File: src/rtl/core/lwd_pkg.sv
`timescale 1ns / 1ps

package lwd_pkg;

  localparam int WIN_DEPTH = 4096;
  localparam int WIN_AW    = $clog2(WIN_DEPTH);
  localparam int LEN_W     = 5;

  localparam logic [WIN_AW-1:0] WIN_START_RST = WIN_AW'(12'hfee);
  localparam logic [LEN_W-1:0]  LEN_BIAS      = LEN_W'(3);

  typedef logic [WIN_AW-1:0] win_addr_t;
  typedef logic [LEN_W-1:0]  len_t;

  typedef enum logic [1:0] {
    PH_FLAG = 2'd0,
    PH_DATA = 2'd1,
    PH_HIGH = 2'd2
  } phase_t;

  typedef enum logic [1:0] {
    TOK_NONE  = 2'd0,
    TOK_LIT   = 2'd1,
    TOK_MATCH = 2'd2
  } tok_kind_t;

  typedef struct packed {
    tok_kind_t kind;
    logic [7:0] lit;
    win_addr_t  offset;
    len_t       len;
  } tok_t;

  typedef enum logic [1:0] {
    ST_CLEAR = 2'd0,
    ST_IDLE  = 2'd1,
    ST_COPY  = 2'd2
  } state_t;

endpackage

File: src/rtl/core/lwd_parser.sv
`timescale 1ns / 1ps

module lwd_parser (
  input  logic          clk,
  input  logic          rst,
  input  logic          take,
  input  logic [7:0]    in_byte,
  input  logic          final_byte,
  output lwd_pkg::tok_t tok
);

  lwd_pkg::phase_t phase, phase_next;
  logic [8:0]      ctrl, ctrl_next;
  logic [7:0]      match_low, match_low_next;

  always_comb begin
    tok.kind       = lwd_pkg::TOK_NONE;
    tok.lit        = in_byte;
    tok.offset     = {in_byte[7:4], match_low};
    tok.len        = lwd_pkg::len_t'(in_byte[3:0]) + lwd_pkg::LEN_BIAS;
    phase_next     = phase;
    ctrl_next      = ctrl;
    match_low_next = match_low;
    case (phase)
      lwd_pkg::PH_DATA: begin
        if (ctrl[8:1] != 8'd0) begin
          if (ctrl[0]) begin
            tok.kind   = lwd_pkg::TOK_LIT;
            ctrl_next  = {1'b0, ctrl[8:1]};
            phase_next = (ctrl[8:2] == 7'd0) ? lwd_pkg::PH_FLAG : lwd_pkg::PH_DATA;
          end else begin
            match_low_next = in_byte;
            phase_next     = lwd_pkg::PH_HIGH;
          end
        end else begin
          ctrl_next  = {1'b1, in_byte};
          phase_next = lwd_pkg::PH_DATA;
        end
      end
      lwd_pkg::PH_HIGH: begin
        tok.kind       = lwd_pkg::TOK_MATCH;
        match_low_next = 8'd0;
        ctrl_next      = {1'b0, ctrl[8:1]};
        phase_next     = (ctrl[8:2] == 7'd0) ? lwd_pkg::PH_FLAG : lwd_pkg::PH_DATA;
      end
      default: begin
        ctrl_next  = {1'b1, in_byte};
        phase_next = lwd_pkg::PH_DATA;
      end
    endcase
  end

  always_ff @(posedge clk) begin
    if (rst) begin
      phase     <= lwd_pkg::PH_FLAG;
      ctrl      <= 9'd0;
      match_low <= 8'd0;
    end else if (take) begin
      if (final_byte) begin
        phase     <= lwd_pkg::PH_FLAG;
        ctrl      <= 9'd0;
        match_low <= 8'd0;
      end else begin
        phase     <= phase_next;
        ctrl      <= ctrl_next;
        match_low <= match_low_next;
      end
    end
  end

endmodule
File: config.mk
export PLATFORM = sky130hd
export DESIGN_NAME = lwd_parser
export DESIGN_NICKNAME = d
export VERILOG_FILES = /design/src/rtl/core/lwd_pkg.sv /design/src/rtl/core/lwd_parser.sv
export SDC_FILE = /design/constraint.sdc
export NUM_CORES = 1
export LEC_CHECK = 0
export BUFFER_PORTS_ARGS = -buffer_cell sky130_fd_sc_hd__buf_2
export CELL_PAD_IN_SITES_DETAIL_PLACEMENT = 1
export CELL_PAD_IN_SITES_GLOBAL_PLACEMENT = 2
export CORE_MARGIN = 1.5
export CORE_UTILIZATION = 26
export CTS_CLUSTER_DIAMETER = 100
export DETAILED_ROUTE_END_ITERATION = 8
export GPL_ROUTABILITY_DRIVEN = 0
export PLACE_DENSITY = 0.72
export SKIP_LAST_GASP = 1
export SYNTH_ARGS = -nofsm -noshare
export SYNTH_HDL_FRONTEND = slang
export SYNTH_SLANG_ARGS = --single-unit
File: constraint.sdc
create_clock -name clk -period 1.4 [get_ports clk]
set_input_delay 0.07 -clock clk [delete_from_list [all_inputs] [get_ports clk]]
set_output_delay 0.07 -clock clk [all_outputs]
set_load 0.005 [all_outputs]
-- Word level (Yosys, flattened, before mapping)
Cells that the tools add are included.
- bits in registers: 19
- latch bits: 0
- RAM bits: 0
- ROM bits: 0
- input bits: 12
- output and inout port bits: 27
- logic and storage cells: 31
- memories kept: 0
- add/subtract/negate cells: 1
- multiply operators: 0
- divide/modulo/power cells: 0
- magnitude comparators: 0
- equality and inequality tests: 5
- shift operators: 0
- muxes and demuxes: 16
- bitwise logic cells: 0
- reductions and logical operators: 5
- operators with widths (kind ; number):
    $mux W9 ; 3
    $mux W8 ; 3
    $pmux W9 S2 ; 1
    $pmux W8 S2 ; 1
    $pmux W2 S2 ; 2
    $reduce_bool A8 Y1 ; 1
    $logic_not A7 Y1 ; 1
    $mux W2 ; 3
    $ne A3 B3 Y1 const B ; 2
    $add A4 B2 Y5 const B ; 1
    $ne A4 B4 Y1 const B ; 1
    $reduce_and A4 Y1 ; 1
    $mux W1 ; 3
    $reduce_bool A3 Y1 ; 1
    $eq A2 B1 Y1 const B ; 1
    $eq A2 B2 Y1 const B ; 1
    $reduce_and A2 Y1 ; 1

-- Longest topological paths before layout
- depth after elaboration: 6
- gate-level depth with buffers: 7
- gate-level depth less buffers: 6

-- Least setup slack after synthesis
No wires, ideal clock.
- path kind: register to register
- from: register phase[1]
- to: register ctrl[3]
- arrival time: 1.399 ns
- required time: 1.283 ns
- setup slack: -0.115 ns
- stages on the path, launching flop included: 7
- path through: dfxtp_1 -> inv_1 -> ha_1 -> a21oi_1 -> nor2_1 -> a221o_1 -> a22o_1
- cells in the longest elaborated chain, start to end: 3
- elaborated cells on any way between the ends: 6
- those cells by class: eq/ne: 3; mux: 2; reduce/logical: 1
- ends and longest elaborated chain (element ; RTL line ; text):
    start: declaration ; lwd_parser.sv:12 ; lwd_pkg::phase_t phase, phase_next;
    start signal: assignment ; lwd_parser.sv:55 ; phase <= lwd_pkg::PH_FLAG;
    start signal: assignment ; lwd_parser.sv:60 ; phase <= lwd_pkg::PH_FLAG;
    start signal: assignment ; lwd_parser.sv:64 ; phase <= phase_next;
    $eq A2 B1 Y1 or $eq A2 B2 Y1 (tied branches) ; lwd_parser.sv:24 ; case (phase)
    $ne A4 B4 Y1 (no source line) or $pmux W9 S2 (tied branches) ; - ;
    $reduce_and A2 Y1 (no source line) or $mux W9 (tied branches) ; - ;
    end signal: assignment ; lwd_parser.sv:65 ; ctrl <= ctrl_next;
    end: declaration ; lwd_parser.sv:13 ; logic [8:0] ctrl, ctrl_next;
Several ways; a longest one is shown, not always the timed one.
A chain may end at the register's enable or synchronous reset.

==> reports/results.ini <==
[min_path]
hp-start = rst
hold_depth = 2
min_to = ctrl[0]$_SDFFE_PP0P_
min_path_type = in -> reg

[final_layout]
drive_gt1_share_pct = 56.8
final_util_pct = 40.3
regArea_um2 = 394
diodes = 0
multiInputGateArea_um2 = 831
fillers = 539
syn_to_final_growth_pct = 49.1
nNetsFinal = 199

[route]
dr.pass1.iters = 4
avgViaCountPerCell = 5.39
vias = 1266
ant_nets = 0
drc = 0
drtIter0Drc = 22
totalWireLength_um = 4250
routedWlPerCell_um = 18.1

[sta]
hold_viol = 0
setup_viol = 19
rsz0062_at_grt = true
fmax_ghz = 0.619
post-route-min-period_ps = 1620
relSlewSlack_pct = 74.5
slew_violations = 0
finalClockSkew_ps = 0.975
worst_pin_slew_ps = 382
fin_ws_ps = -216
fin_crit_sh_pct = 115

[grt]
antenna_found_initial = 0
grt_first_pass_wirelength_um = 7040
grt_overflow = 0
gr-usage-all-layers_pct = 18.0
grt_pass1_vias = 1344
grt_max_degree = 12

[synthesis]
synth_area_per_cell_um2 = 8.78
synth_fp_nets = 150
synth_seq_cells = 19
ys_warn_count = 0
async_flop_share_pct = 0
yosysSeqAreaShare_pct = 32.1
synth_top_area_share_pct = 32.1
synth_edf_count = 0
synth.area.top_cells = dfxtp_1 32%, buf_4 7.6%, a221o_1 5.9%
yosysTopAreaCell = dfxtp_1
yosysUniqueCellTypes = 35
synth_ff_type = dfxtp_1
synth_cells = 135
synth_area_um2 = 1180

[setup_path]
path_class = reg -> out
r2r-end = ctrl[0]$_SDFFE_PP0P_
timing.rr.start = ctrl[7]$_SDFFE_PP0P_
endpoint_kind = output port
cp_slowest_stage_delay_ps = 590
crit_arrival_ps = 1550
path_cells = or4_4 -> o21ai_4 -> nor3_2 -> buf_2
reg2reg_depth = 4
required_ps = 1330
reg2reg_slack_ps = -170
crit_start = ctrl[1]$_SDFFE_PP0P_
critPathMaxFanout = 4
start_kind = flip-flop
cp_slowest_cell = or4_4

[clock_tree]
cts_tree = done
cts_buffers = 3
hold_buffers = 0
clk_path_buf_depth = 2
clk_pin_slew_ps = 80
clock-sinks = 19
cts.htree.levels = 1
clk_latency_ps = 260
clock_tree.root_cell = clkbuf_8

[floorplan]
core_um2 = 4380
die-area_um2 = 4970
pin_count = 39
num_rows = 24
initial_core_util_pct = 27.0
die-height_um = 70.5
die_x_um = 70.5

[power]
leakagePower_nw = 0.730
irDropWorstVdd_v = 0.000551
p_per_area_nw_per_um2 = 811
power_w = 0.00143

[placed_design]
dp_hpwl_um = 3190
io_buffers = 38

[flow_run]
cap_violations = 0

[run_status]
violations = setup timing
status = complete, but fails checks

==> state kept, by name, summed over array words and instances (netlist names) <==
register / cells
phase: 2
ctrl: 9
match_low: 8
==> stage by stage <==
| stage | setup TNS, ps | hold WS [ps] | instance area, um^2 | std cells | worst slack [ps] |
|---|---|---|---|---|---|
| after detailed placement | -2810 | 372 | 1540 | 228 | -185 |
| after global routing | -3150 | 106 | 1770 | 235 | -267 |
| final | -2050 | 102 | 1770 | 235 | -216 |
| after CTS | -2240 | 90.8 | 1680 | 235 | -233 |
| after global placement | -1960 | 375 | 1540 | 228 | -146 |
| after floorplan | -201 | 184 | 1250 | 135 | -22.9 |
==> cell usage in the layout (no fill, tap or decap), types with 5 or more instances in the layout <==
cell type  synthesis  final
buf_2              2     38
buf_4             12     21
inv_1             16     14
dfxtp_1           19     12
nand3_1            9      9
a221o_1            7      7
a22o_1             7      7
o32ai_2            0      7
and4_1             6      6
dfxtp_2            0      5
==> cell type report <==
type                    count  area share (%)
multi-input cells          83            47.0
clock inverters             1           0.283
clock buffers               3            2.34
well taps                  52            3.68
inverters                  16            3.40
repair buffers             61            21.0
flip-flops and latches     19            22.3
==> layer usage <==
layer  share of wire (%)  vias up  GRT usage, %
met5                   0        -             0
met4                0.31        0          1.50
met3                 3.5        2          4.04
met2                  52       26          32.5
met1                  44      645          22.8
li1                    -      593             -
==> worst max-delay path: cells and delay by family, from the launching register on <==
kind                   cells  cell delay [ps]
AND/OR/NAND/NOR            2              640
flip-flops                 1              330
AO/OA/AOI/OAI              1              200
buffers and inverters      1              120
==> synthesized netlist by cell type, types with 2 or more instances <==
cell      instances
clkbuf_1          3
ha_1              3
a21o_1            2
and2_1            2
nand2_1           3
a21oi_1           4
buf_4            12
a22o_1            7
nand2b_1          3
and4_1            6
nor3_1            3
or3_1             2
o21ai_0           4
nand3_1           9
nor2_1            3
inv_1            16
buf_2             2
xnor2_1           2
a221o_1           7
nor4_1            2
dfxtp_1          19
o32ai_1           8
==> where the power goes <==
part           switching, W  total [W]  internal (W)
Clock              0.000206   0.000405      0.000198
Sequential        0.0000247   0.000587      0.000562
Combinational      0.000230   0.000442      0.000212
==> how the worst max path moves through the flow <==
stage	to	slack (ps)	cells past startpoint
floorplan	ctrl[1]$_SDFFE_PP0P_	-20	4
global placement	ctrl[3]$_SDFFE_PP0P_	-150	5
detailed placement	match_low[5]$_SDFFE_PP0P_	-180	4
CTS	tok[25]	-230	4
global route	tok[25]	-270	4
finish	tok[25]	-220	4
==> cell families (layout without fill, tap and decap cells) <==
kind of cell               Yosys count  after routing  synth area share, %
xor gates and xnor gates             2              2                 1.48
buffers and inverters               33             81                 14.5
AOI/OAI and AO/OA                   39             39                 26.9
DFF                                 19             19                 32.1
adders and majority gates            3              3                 3.17
and+or+nand+nor                     39             39                 21.9
==> repair_timing <==
item / in CTS / in global routing
gates resized for setup: 21 / 15
setup buffers: 3 / 1
hold endpoints to repair: 0 / 0
pin swaps: 10 / 8
endpoints found under the setup margin: 20 / 20
(Power assumes the default switching activity.)
